File: src/design/htok_pkg.sv
`timescale 1ns / 1ps

package htok_pkg;

  // Parser phases
  typedef enum logic [2:0] {
    PH_METHOD  = 3'd0,
    PH_URL     = 3'd1,
    PH_VERSION = 3'd2,
    PH_KEY     = 3'd3,
    PH_VALUE   = 3'd4,
    PH_BODY    = 3'd5,
    PH_FINISH  = 3'd6,
    PH_LINE    = 3'd7
  } phase_t;

  // Number reader phases
  typedef enum logic [1:0] {
    DG_LEAD   = 2'd0,
    DG_DIGITS = 2'd1,
    DG_DONE   = 2'd3
  } digit_t;

  // Field kind codes
  localparam logic [2:0] KIND_METHOD  = 3'd0;
  localparam logic [2:0] KIND_URL     = 3'd1;
  localparam logic [2:0] KIND_VERSION = 3'd2;
  localparam logic [2:0] KIND_KEY     = 3'd3;
  localparam logic [2:0] KIND_VALUE   = 3'd4;
  localparam logic [2:0] KIND_BODY    = 3'd5;

  localparam logic [7:0] CH_SP    = 8'h20;
  localparam logic [7:0] CH_CR    = 8'h0d;
  localparam logic [7:0] CH_LF    = 8'h0a;
  localparam logic [7:0] CH_COLON = 8'h3a;
  localparam logic [7:0] CH_PLUS  = 8'h2b;
  localparam logic [7:0] CH_MINUS = 8'h2d;
  localparam logic [7:0] CH_ZERO  = 8'h30;
  localparam logic [7:0] CH_NINE  = 8'h39;
  localparam logic [7:0] CH_TAB   = 8'h09;
  localparam logic [7:0] CH_CRET  = 8'h0d;
  localparam logic [7:0] CH_NUL   = 8'h00;

  // Key match position: length of the matched "Content-Length" prefix,
  // or KEY_MISS once the key diverged.
  localparam logic [3:0] KEY_LEN  = 4'd14;
  localparam logic [3:0] KEY_MISS = 4'd15;

  localparam int unsigned FIFO_DEPTH = 4;
  localparam int unsigned FIFO_AW    = 2;

  typedef struct packed {
    logic [2:0]  field_kind;
    logic [7:0]  data;
    logic        byte_valid;
    logic        field_done;
    logic        header_done;
    logic        request_done;
    logic [31:0] body_length;
    logic        last_result;
  } res_t;

  function automatic logic [7:0] key_char(input logic [3:0] pos);
    logic [7:0] c;
    case (pos)
      4'd0:    c = 8'h43; // C
      4'd1:    c = 8'h6f; // o
      4'd2:    c = 8'h6e; // n
      4'd3:    c = 8'h74; // t
      4'd4:    c = 8'h65; // e
      4'd5:    c = 8'h6e; // n
      4'd6:    c = 8'h74; // t
      4'd7:    c = 8'h2d; // -
      4'd8:    c = 8'h4c; // L
      4'd9:    c = 8'h65; // e
      4'd10:   c = 8'h6e; // n
      4'd11:   c = 8'h67; // g
      4'd12:   c = 8'h74; // t
      4'd13:   c = 8'h68; // h
      default: c = 8'h00;
    endcase
    return c;
  endfunction

  function automatic res_t mk_res(input logic [2:0] kind, input logic [7:0] b,
                                  input logic valid, input logic fdone,
                                  input logic hdone, input logic rdone);
    res_t r;
    r.field_kind   = kind;
    r.data         = valid ? b : 8'h00;
    r.byte_valid   = valid;
    r.field_done   = fdone;
    r.header_done  = hdone;
    r.request_done = rdone;
    r.body_length  = 32'd0;
    r.last_result  = 1'b0;
    return r;
  endfunction

endpackage

File: src/design/htok_fifo.sv
`timescale 1ns / 1ps

module htok_fifo (
  input  logic                        clk,
  input  logic                        rst_n,
  input  logic [1:0]                  push_cnt,
  input  htok_pkg::res_t              push0,
  input  htok_pkg::res_t              push1,
  input  logic                        pop,
  output htok_pkg::res_t              head,
  output logic                        head_valid,
  output logic [htok_pkg::FIFO_AW:0]  fill
);

  htok_pkg::res_t mem [htok_pkg::FIFO_DEPTH];

  logic [htok_pkg::FIFO_AW-1:0] wr_ptr_r, wr_ptr_nxt;
  logic [htok_pkg::FIFO_AW-1:0] rd_ptr_r, rd_ptr_nxt;
  logic [htok_pkg::FIFO_AW:0]   fill_r, fill_nxt;
  logic [htok_pkg::FIFO_AW-1:0] wr_ptr_p1;

  assign wr_ptr_p1 = htok_pkg::FIFO_AW'(wr_ptr_r + 1'b1);

  always_comb begin
    wr_ptr_nxt = htok_pkg::FIFO_AW'(wr_ptr_r + push_cnt);
    rd_ptr_nxt = pop ? htok_pkg::FIFO_AW'(rd_ptr_r + 1'b1) : rd_ptr_r;
    fill_nxt   = (htok_pkg::FIFO_AW+1)'(fill_r + push_cnt - {2'b00, pop});
  end

  always_ff @(posedge clk) begin
    if (!rst_n) begin
      wr_ptr_r <= '0;
      rd_ptr_r <= '0;
      fill_r   <= '0;
    end else begin
      wr_ptr_r <= wr_ptr_nxt;
      rd_ptr_r <= rd_ptr_nxt;
      fill_r   <= fill_nxt;
    end
  end

  always_ff @(posedge clk) begin
    if (push_cnt != 2'd0) begin
      mem[wr_ptr_r] <= push0;
    end
    if (push_cnt == 2'd2) begin
      mem[wr_ptr_p1] <= push1;
    end
  end

  assign head       = mem[rd_ptr_r];
  assign head_valid = (fill_r != '0);
  assign fill       = fill_r;

endmodule

File: src/design/http_request_tokenizer_core.sv
`timescale 1ns / 1ps

// HTTP/1.1 request tokenizer.
// Input channel (in_valid / in_stall): one request byte per transfer, with
// in_buffer_end marking the last byte of a received buffer.
// Result channel (out_valid / out_stall): tagged bytes and delimiter events
// (method, URL, version, header key, header value, body), plus header and
// request completion flags and the Content-Length in use. One byte gives
// zero, one or two results; out_last_result marks the last one of a byte.
// Results of a byte are written into the result queue at its transfer.
// Throughput: one byte per cycle while out_stall is low and each byte gives
// at most one result; a byte with two results needs two output transfers.
// The parser state updates at the input transfer; results go into a four-entry
// result queue, and in_stall rises once fewer than two free slots remain, so a
// stalled receiver backs up the input after two or three result-giving bytes.
// Reset (synchronous, rst_n low) returns the parser to the method phase,
// clears the length, counters and the queue.
// After the request completes, further bytes are taken and give no result.
module http_request_tokenizer_core #(
  parameter int unsigned LENGTH_BITS = 32
) (
  input  logic        clk,
  input  logic        rst_n,
  // input channel
  input  logic        in_valid,
  output logic        in_stall,
  input  logic [7:0]  in_byte,
  input  logic        in_buffer_end,
  // result channel
  output logic        out_valid,
  input  logic        out_stall,
  output logic [2:0]  out_field_kind,
  output logic [7:0]  out_byte,
  output logic        out_byte_valid,
  output logic        out_field_done,
  output logic        out_header_done,
  output logic        out_request_done,
  output logic [31:0] out_body_length,
  output logic        out_last_result
);

  localparam logic [LENGTH_BITS-1:0] LEN_MAX = '1;
  localparam int unsigned            WIDE    = LENGTH_BITS + 4;

  // Parser state
  htok_pkg::phase_t       phase_r, phase_nxt;
  logic                   pend_r, pend_nxt;     // CR held for the next byte
  logic [3:0]             kmp_r, kmp_nxt;       // key match position
  logic                   klen_r, klen_nxt;     // current key is Content-Length
  htok_pkg::digit_t       dp_r, dp_nxt;
  logic [LENGTH_BITS-1:0] acc_r, acc_nxt;
  logic [LENGTH_BITS-1:0] cl_r, cl_nxt;
  logic [LENGTH_BITS-1:0] rc_r, rc_nxt;
  logic                   skip_r, skip_nxt;

  // Per-byte working signals
  logic                   in_xfer;
  logic                   out_xfer;
  logic [1:0]             n_res;
  htok_pkg::res_t         r0, r1, kres;
  logic                   do_key, key_slot1;
  logic [3:0]             kmp_in;
  logic                   do_num;
  htok_pkg::digit_t       dp_in;
  logic                   is_digit;
  logic [LENGTH_BITS-1:0] dval;
  logic [WIDE-1:0]        acc_wide;
  logic [WIDE-1:0]        prod;
  logic [LENGTH_BITS-1:0] rc_inc;
  logic [LENGTH_BITS+31:0] cl_ext;

  htok_pkg::res_t         head;
  logic                   head_valid;
  logic [htok_pkg::FIFO_AW:0] fill;

  assign in_stall = (fill > (htok_pkg::FIFO_AW+1)'(htok_pkg::FIFO_DEPTH - 2));
  assign in_xfer  = in_valid && !in_stall;
  assign out_xfer = head_valid && !out_stall;

  // Digit value and saturating acc*10+d, done with shifts and two adds
  assign is_digit = (in_byte >= htok_pkg::CH_ZERO) && (in_byte <= htok_pkg::CH_NINE);
  assign dval     = is_digit ? LENGTH_BITS'(in_byte - htok_pkg::CH_ZERO) : '0;
  assign acc_wide = WIDE'(acc_r);
  assign prod     = (acc_wide << 3) + (acc_wide << 1) + WIDE'(dval);
  assign rc_inc   = LENGTH_BITS'(rc_r + 1'b1);

  always_comb begin
    phase_nxt = phase_r;
    pend_nxt  = pend_r;
    kmp_nxt   = kmp_r;
    klen_nxt  = klen_r;
    dp_nxt    = dp_r;
    acc_nxt   = acc_r;
    cl_nxt    = cl_r;
    rc_nxt    = rc_r;
    skip_nxt  = skip_r;
    n_res     = 2'd0;
    r0        = '0;
    r1        = '0;
    kres      = '0;
    do_key    = 1'b0;
    key_slot1 = 1'b0;
    kmp_in    = kmp_r;
    do_num    = 1'b0;
    dp_in     = dp_r;

    if (in_xfer) begin
      case (phase_r)
        htok_pkg::PH_METHOD: begin
          n_res = 2'd1;
          if (in_byte == htok_pkg::CH_SP) begin
            r0 = htok_pkg::mk_res(htok_pkg::KIND_METHOD, 8'h00, 1'b0, 1'b1, 1'b0, 1'b0);
            phase_nxt = htok_pkg::PH_URL;
          end else begin
            r0 = htok_pkg::mk_res(htok_pkg::KIND_METHOD, in_byte, 1'b1, 1'b0, 1'b0, 1'b0);
          end
        end
        htok_pkg::PH_URL: begin
          n_res = 2'd1;
          if (in_byte == htok_pkg::CH_SP) begin
            r0 = htok_pkg::mk_res(htok_pkg::KIND_URL, 8'h00, 1'b0, 1'b1, 1'b0, 1'b0);
            phase_nxt = htok_pkg::PH_VERSION;
            pend_nxt  = 1'b0;
          end else begin
            r0 = htok_pkg::mk_res(htok_pkg::KIND_URL, in_byte, 1'b1, 1'b0, 1'b0, 1'b0);
          end
        end
        htok_pkg::PH_VERSION: begin
          if (pend_r && in_byte == htok_pkg::CH_LF) begin
            r0 = htok_pkg::mk_res(htok_pkg::KIND_VERSION, 8'h00, 1'b0, 1'b1, 1'b0, 1'b0);
            n_res     = 2'd1;
            phase_nxt = htok_pkg::PH_LINE;
            pend_nxt  = 1'b0;
          end else if (pend_r) begin
            // Lone CR: release it as content, then treat this byte afresh
            r0 = htok_pkg::mk_res(htok_pkg::KIND_VERSION, htok_pkg::CH_CR, 1'b1,
                                  1'b0, 1'b0, 1'b0);
            if (in_byte == htok_pkg::CH_CR) begin
              n_res    = 2'd1;
              pend_nxt = 1'b1;
            end else begin
              r1 = htok_pkg::mk_res(htok_pkg::KIND_VERSION, in_byte, 1'b1, 1'b0, 1'b0, 1'b0);
              n_res    = 2'd2;
              pend_nxt = 1'b0;
            end
          end else if (in_byte == htok_pkg::CH_CR) begin
            pend_nxt = 1'b1;
          end else begin
            r0 = htok_pkg::mk_res(htok_pkg::KIND_VERSION, in_byte, 1'b1, 1'b0, 1'b0, 1'b0);
            n_res = 2'd1;
          end
        end
        htok_pkg::PH_KEY: begin
          do_key = 1'b1;
        end
        htok_pkg::PH_VALUE: begin
          if (pend_r && in_byte == htok_pkg::CH_LF) begin
            if (klen_r) begin
              cl_nxt = acc_r;
            end
            r0 = htok_pkg::mk_res(htok_pkg::KIND_VALUE, 8'h00, 1'b0, 1'b1, 1'b0, 1'b0);
            n_res     = 2'd1;
            phase_nxt = htok_pkg::PH_LINE;
            pend_nxt  = 1'b0;
          end else if (pend_r) begin
            // Lone CR is content; it also ends a number in progress
            r0 = htok_pkg::mk_res(htok_pkg::KIND_VALUE, htok_pkg::CH_CR, 1'b1,
                                  1'b0, 1'b0, 1'b0);
            dp_in  = (dp_r == htok_pkg::DG_DIGITS) ? htok_pkg::DG_DONE : dp_r;
            dp_nxt = dp_in;
            if (in_byte == htok_pkg::CH_CR) begin
              n_res    = 2'd1;
              pend_nxt = 1'b1;
            end else begin
              r1 = htok_pkg::mk_res(htok_pkg::KIND_VALUE, in_byte, 1'b1, 1'b0, 1'b0, 1'b0);
              n_res    = 2'd2;
              pend_nxt = 1'b0;
              do_num   = 1'b1;
            end
          end else if (in_byte == htok_pkg::CH_CR) begin
            pend_nxt = 1'b1;
          end else begin
            r0 = htok_pkg::mk_res(htok_pkg::KIND_VALUE, in_byte, 1'b1, 1'b0, 1'b0, 1'b0);
            n_res  = 2'd1;
            do_num = 1'b1;
          end
        end
        htok_pkg::PH_LINE: begin
          if (!pend_r) begin
            if (in_byte == htok_pkg::CH_CR) begin
              pend_nxt = 1'b1;
            end else begin
              phase_nxt = htok_pkg::PH_KEY;
              pend_nxt  = 1'b0;
              kmp_in    = 4'd0;
              do_key    = 1'b1;
            end
          end else begin
            pend_nxt = 1'b0;
            if (in_byte == htok_pkg::CH_LF) begin
              // Blank line: headers end here
              n_res = 2'd1;
              if (cl_r == '0) begin
                phase_nxt = htok_pkg::PH_FINISH;
                r0 = htok_pkg::mk_res(htok_pkg::KIND_BODY, 8'h00, 1'b0, 1'b1, 1'b1, 1'b1);
              end else begin
                phase_nxt = htok_pkg::PH_BODY;
                r0 = htok_pkg::mk_res(htok_pkg::KIND_BODY, 8'h00, 1'b0, 1'b0, 1'b1, 1'b0);
              end
            end else begin
              // CR at line start without LF: new key opens with the CR
              phase_nxt = htok_pkg::PH_KEY;
              r0 = htok_pkg::mk_res(htok_pkg::KIND_KEY, htok_pkg::CH_CR, 1'b1,
                                    1'b0, 1'b0, 1'b0);
              kmp_in    = htok_pkg::KEY_MISS;
              do_key    = 1'b1;
              key_slot1 = 1'b1;
            end
          end
        end
        htok_pkg::PH_BODY: begin
          if (skip_r) begin
            if (in_buffer_end) begin
              skip_nxt = 1'b0;
            end
          end else if (in_byte == htok_pkg::CH_NUL) begin
            if (!in_buffer_end) begin
              skip_nxt = 1'b1;
            end
          end else begin
            rc_nxt = rc_inc;
            n_res  = 2'd1;
            if (rc_inc >= cl_r) begin
              phase_nxt = htok_pkg::PH_FINISH;
              r0 = htok_pkg::mk_res(htok_pkg::KIND_BODY, in_byte, 1'b1, 1'b1, 1'b0, 1'b1);
            end else begin
              r0 = htok_pkg::mk_res(htok_pkg::KIND_BODY, in_byte, 1'b1, 1'b0, 1'b0, 1'b0);
            end
          end
        end
        default: begin
          // finished: drop the byte
        end
      endcase

      // Header key byte: colon closes the key, anything else advances the match
      if (do_key) begin
        if (in_byte == htok_pkg::CH_COLON) begin
          klen_nxt  = (kmp_in == htok_pkg::KEY_LEN);
          dp_nxt    = htok_pkg::DG_LEAD;
          acc_nxt   = '0;
          phase_nxt = htok_pkg::PH_VALUE;
          pend_nxt  = 1'b0;
          kmp_nxt   = kmp_in;
          kres = htok_pkg::mk_res(htok_pkg::KIND_KEY, 8'h00, 1'b0, 1'b1, 1'b0, 1'b0);
        end else begin
          if (kmp_in < htok_pkg::KEY_LEN && in_byte == htok_pkg::key_char(kmp_in)) begin
            kmp_nxt = 4'(kmp_in + 4'd1);
          end else begin
            kmp_nxt = htok_pkg::KEY_MISS;
          end
          kres = htok_pkg::mk_res(htok_pkg::KIND_KEY, in_byte, 1'b1, 1'b0, 1'b0, 1'b0);
        end
        if (key_slot1) begin
          r1    = kres;
          n_res = 2'd2;
        end else begin
          r0    = kres;
          n_res = 2'd1;
        end
      end

      // Content-Length reader: skip leading blanks, optional sign, digits
      if (do_num) begin
        dp_nxt = dp_in;
        case (dp_in)
          htok_pkg::DG_LEAD: begin
            if (in_byte inside {htok_pkg::CH_SP, [htok_pkg::CH_TAB:htok_pkg::CH_CRET]}) begin
              dp_nxt = htok_pkg::DG_LEAD;
            end else if (in_byte == htok_pkg::CH_PLUS) begin
              dp_nxt = htok_pkg::DG_DIGITS;
            end else if (in_byte == htok_pkg::CH_MINUS) begin
              acc_nxt = '0;
              dp_nxt  = htok_pkg::DG_DONE;
            end else if (is_digit) begin
              acc_nxt = dval;
              dp_nxt  = htok_pkg::DG_DIGITS;
            end else begin
              dp_nxt = htok_pkg::DG_DONE;
            end
          end
          htok_pkg::DG_DIGITS: begin
            if (!is_digit) begin
              dp_nxt = htok_pkg::DG_DONE;
            end else if (prod > WIDE'(LEN_MAX)) begin
              acc_nxt = LEN_MAX;
            end else begin
              acc_nxt = prod[LENGTH_BITS-1:0];
            end
          end
          default: begin
            dp_nxt = dp_in;
          end
        endcase
      end
    end

    // Every result carries the length in force after this byte
    cl_ext         = {32'd0, cl_nxt};
    r0.body_length = cl_ext[31:0];
    r1.body_length = cl_ext[31:0];
    r0.last_result = (n_res == 2'd1);
    r1.last_result = 1'b1;
  end

  always_ff @(posedge clk) begin
    if (!rst_n) begin
      phase_r <= htok_pkg::PH_METHOD;
      pend_r  <= 1'b0;
      kmp_r   <= 4'd0;
      klen_r  <= 1'b0;
      dp_r    <= htok_pkg::DG_LEAD;
      acc_r   <= '0;
      cl_r    <= '0;
      rc_r    <= '0;
      skip_r  <= 1'b0;
    end else begin
      phase_r <= phase_nxt;
      pend_r  <= pend_nxt;
      kmp_r   <= kmp_nxt;
      klen_r  <= klen_nxt;
      dp_r    <= dp_nxt;
      acc_r   <= acc_nxt;
      cl_r    <= cl_nxt;
      rc_r    <= rc_nxt;
      skip_r  <= skip_nxt;
    end
  end

  // Result queue: up to two writes per input transfer, one read per output transfer
  htok_fifo u_fifo (
    .clk        (clk),
    .rst_n      (rst_n),
    .push_cnt   (n_res),
    .push0      (r0),
    .push1      (r1),
    .pop        (out_xfer),
    .head       (head),
    .head_valid (head_valid),
    .fill       (fill)
  );

  assign out_valid        = head_valid;
  assign out_field_kind   = head.field_kind;
  assign out_byte         = head.data;
  assign out_byte_valid   = head.byte_valid;
  assign out_field_done   = head.field_done;
  assign out_header_done  = head.header_done;
  assign out_request_done = head.request_done;
  assign out_body_length  = head.body_length;
  assign out_last_result  = head.last_result;

  // Queue never holds more than its depth
  assert property (@(posedge clk) disable iff (!rst_n)
    fill <= (htok_pkg::FIFO_AW+1)'(htok_pkg::FIFO_DEPTH))
    else $error("result queue overflow");

  // A result that is not the last of its byte has its partner queued behind it
  assert property (@(posedge clk) disable iff (!rst_n)
    (out_valid && !out_last_result) |-> (fill >= (htok_pkg::FIFO_AW+1)'(2)))
    else $error("first of two results shown without its partner");

  // Request completion always closes the current field
  assert property (@(posedge clk) disable iff (!rst_n)
    (out_valid && out_request_done) |-> out_field_done)
    else $error("request done without field done");

  // Once finished, the parser never leaves the finished phase
  assert property (@(posedge clk) disable iff (!rst_n)
    (phase_r == htok_pkg::PH_FINISH) |=> (phase_r == htok_pkg::PH_FINISH))
    else $error("parser left finished phase");

endmodule
File: config.mk
export PLATFORM = sky130hd
export DESIGN_NAME = http_request_tokenizer_core
export DESIGN_NICKNAME = d
export VERILOG_FILES = /design/src/design/htok_pkg.sv /design/src/design/htok_fifo.sv /design/src/design/http_request_tokenizer_core.sv
export SDC_FILE = /design/constraint.sdc
export NUM_CORES = 1
export LEC_CHECK = 0
export BUFFER_PORTS_ARGS = -buffer_cell sky130_fd_sc_hd__buf_2
export CAP_MARGIN = 20
export CORE_MARGIN = 2
export CORE_UTILIZATION = 25
export CTS_BUF_LIST = sky130_fd_sc_hd__clkbuf_8
export CTS_CLUSTER_SIZE = 28
export DETAILED_ROUTE_END_ITERATION = 10
export PLACE_DENSITY = 0.36
export SYNTH_ARGS = -nofsm -noshare
export SYNTH_HDL_FRONTEND = slang
export SYNTH_SLANG_ARGS = --single-unit
File: constraint.sdc
create_clock -name clk -period 8.3 [get_ports clk]
set_input_delay 1.245 -clock clk [delete_from_list [all_inputs] [get_ports clk]]
set_output_delay 1.245 -clock clk [all_outputs]
set_load 0.05 [all_outputs]
==> impl_metrics.csv <==
group,metric,value,unit
run_status,outcome,"complete, no violations",
detailed_routing,drt-wirelength-per-cell,21.7,µm
detailed_routing,drc,0,
setup_path,end_kind,"flop",
synthesis,synth_top_flop_cell,"edfxtp_1",
finish,final_cell_mix,"nor2_1, edfxtp_1, nand2_1, dfxtp_1, a21oi_1",
timing,maxSlewHeadroom,28.4,%
clocking,cts_resized,0,
grt,grt_pass1_vias,15309,
grt,grt_start_max_net_pins,77,
synthesis,synth-simple-area-share,16.5,%
placed_design,routabilityCongestion,0.790,
placed_design,port-buffer-count,62,
setup_path,cp-start-kind,"input pin",
timing,fin_setup_tns,0,ns
clocking,clockBufferDepth,3,
finish,seq_area,0.00799,mm²
synthesis,syn_avg_cell_area,9.92,µm²
grt,grt_overflow,0,
detailed_routing,avgViaCountPerCell,5.07,
synthesis,synth_warnings,0,
setup_path,worst_ep_arrival_time,6.90,ns
clocking,postCtsSetupBuffers,0,
clocking,cts_tree,"built",
placed_design,hpwl,45.2,mm
timing,worstMarginPinSlew,1.07,ns
floorplanning,die_height,277,µm
timing,setup-violations-final,0,
setup_path,cp_max_fo,15,
pwr,p_leak,7.55,nW
clocking,cts_hold_buf,0,
finish,stdcell_count,2930,
clocking,cts_root_buf,"clkbuf_8",
finish,multi_input_area,0.00993,mm²
synthesis,synth_async_sr_flop_share,0,%
synthesis,ys_seq_elements,309,
detailed_routing,drt_wl_total,63.7,mm
setup_path,critical_path_class,"in -> reg",
clocking,cts.sinks,309,
finish,drive_gt1_share,13.1,%
timing,rsz0062_at_grt,"false",
placed_design,dp.cells,2825,
floorplanning,coreArea,0.0732,mm²
worst_hold_path,min_path_type,"reg -> reg",
timing,worst_slack,1.97,ns
synthesis,synth_compound_area_share,15.7,%
grt,gr-usage-all-layers,16.5,%
detailed_routing,drt_pre_antenna_iters,6,
placed_design,placed_area,0.0200,mm²
synthesis,synth_top_family_by_area,"simple AND/OR/NAND/NOR gates",
finish,layout_commonest_cell,"nor2_1",
floorplanning,die_x,277,µm
synthesis,synthMuxAreaShare,7.71,%
placed_design,place_ws,1.42,ns
synthesis,syn_area,0.0186,mm²
timing,hold_viol,0,
synthesis,syn_nets,2002,
synthesis,synthAdderAreaFrac,9.11,%
grt,grt_pass1_wl,97.0,mm
timing,fmax,0.158,GHz
finish,fin_area,0.0211,mm²
clocking,h-tree-depth,2,
floorplanning,io_pins,63,
setup_path,cp.required,8.86,ns
timing,finalClockSkew,0.0210,ns
pwr,vdd_drop_max,100,µV
synthesis,synth-xor-area-share,4.29,%
grt,antenna_found_initial,2,
finish,fin_nets,2052,
synthesis,seq_area_frac_synth,43.0,%
detailed_routing,final_antenna_net_count,0,
timing,holdWs,0.481,ns
detailed_routing,first_iter_violations,952,
clocking,worst_skew_pair.late_latency,0.65,ns
clocking,cts_buffers,55,
timing,drv_slew,0,
floorplanning,die_area,0.0765,mm²
job,cap_violations,0,
floorplanning,initial_utilization,25.4,%
synthesis,synth-edff-count,180,
floorplanning,num_rows,99,
synthesis,syn_inst,1873,
detailed_routing,vias,14846,
clocking,cts.clk_slew.worst_paths,0.06,ns
finish,fillers,7657,
timing,min_period_over_period,76.3,%
timing,finalCriticalPeriod,6.33,ns
finish,area_delta_synth_final,13.5,%
synthesis,yosysUniqueCellTypes,90,
pwr,cellPowerDensity,215,mW/mm²
==> kinds of logic after synthesis <==
| group | count (synthesis) |
|---|---|
| AO/OA/AOI/OAI | 449 |
| XOR/XNOR | 91 |
| adder cells (fa/ha/maj) | 116 |
| buffers and inverters | 169 |
| flip-flops | 309 |
| multiplexers | 83 |
| AND/OR/NAND/NOR | 656 |
==> critical path, cell delays in order <==
cell      delay (ns)
buf_2           0.19
nor4_2          0.63
a22oi_1         0.23
or2_2           0.34
nor2_2          0.61
buf_4           0.27
fa_1            0.44
ha_1            0.40
nand2_1         0.10
o21ai_0         0.11
or4_1           0.44
a31o_2          0.26
a221oi_1        0.34
a211oi_1        0.13
o211a_1         0.32
buf_4           0.23
a311oi_1        0.28
o22ai_1         0.13
a21oi_1         0.16
==> sequential cells by signal (all words and copies together), names as in the netlist, named ones only <==
| name | cells |
|---|---|
| u_fifo.mem | 192 |
| acc_r | 32 |
| cl_r | 32 |
| rc_r | 32 |
| kmp_r | 4 |
| phase_r | 3 |
| u_fifo.fill | 3 |
| dp_r | 2 |
| u_fifo.rd_ptr_r | 2 |
| u_fifo.wr_ptr_r | 2 |
| klen_r | 1 |
| pend_r | 1 |
| skip_r | 1 |
==> cells in the mapped netlist (5+ instances only) <==
cell type	number	share of area [%]
a21boi_0	10	0.40
nor2b_1	12	0.40
a31o_2	6	0.28
mux2i_1	34	1.8
buf_4	5	0.20
nand4_1	22	0.74
xnor2_1	39	1.8
a21o_1	26	1.1
o21ai_0	89	2.4
nand2b_1	7	0.24
o22ai_1	46	1.5
and4_1	5	0.24
clkbuf_1	65	1.3
or3_1	18	0.61
o31ai_1	11	0.44
nor3_1	21	0.57
o221ai_1	5	0.24
a21oi_1	127	3.4
o32ai_1	8	0.38
edfxtp_1	180	29
nor4_1	16	0.54
mux4_2	48	5.8
nand3_1	45	1.2
o211ai_1	13	0.53
buf_2	21	0.57
and2_1	21	0.71
a31oi_1	14	0.47
a22oi_1	8	0.32
xor2_1	52	2.5
a221oi_1	6	0.28
nand2_1	157	3.2
fa_1	32	3.4
a221o_1	7	0.38
inv_1	66	1.3
ha_1	84	5.7
buf_1	9	0.18
and3_1	26	0.88
dfxtp_1	129	14
a311oi_1	6	0.28
nor2_1	271	5.5
a211oi_1	10	0.40
==> stage by stage <==
stage | total power [mW] | util (%)
detailed placement | 3.13 | 27.3
finish | 4.54 | 28.8
floorplan | 2.76 | -
global route | 4.74 | 28.8
global placement | 3.13 | 27.3
CTS | 4.62 | 28.8
==> routing by layer <==
metal / part of all wire [%] / vias up / GRT usage [%]
li1: - / 7041 / -
met1: 48 / 7360 / 23.0
met2: 46 / 354 / 26.9
met3: 4.1 / 91 / 2.19
met4: 2.1 / 0 / 4.30
met5: 0 / - / 0
==> report_power, final <==
group	switching, mW	internal (mW)	total [mW]
clock	0.680	0.785	1.46
sequential	0.0599	1.76	1.82
combinational	0.901	0.351	1.25
total	1.64	2.90	4.54
==> worst paths after layout <==
check / cells after the start / start / end / slack (ns)
min reg2reg: 2 / u_fifo.mem[1][34] / u_fifo.mem[1][34] / 0.48
max reg2reg: 17 / rc_r[0] / u_fifo.mem[0][35] / 3.38
max: 19 / in_byte[1] / acc_r[7] / 1.97
min: 2 / u_fifo.mem[1][34] / u_fifo.mem[1][34] / 0.48
==> cell type report <==
cell class                 instances  area share, %
multi-input combinational       1395           47.1
sequential                       309           37.9
tap                              959           5.69
clock buffer                      66           4.31
timing repair buffer              95           2.76
inverter                          67           1.20
clock inverter                    37           1.04
antenna                            2         0.0237
(Power assumes the default switching activity.)
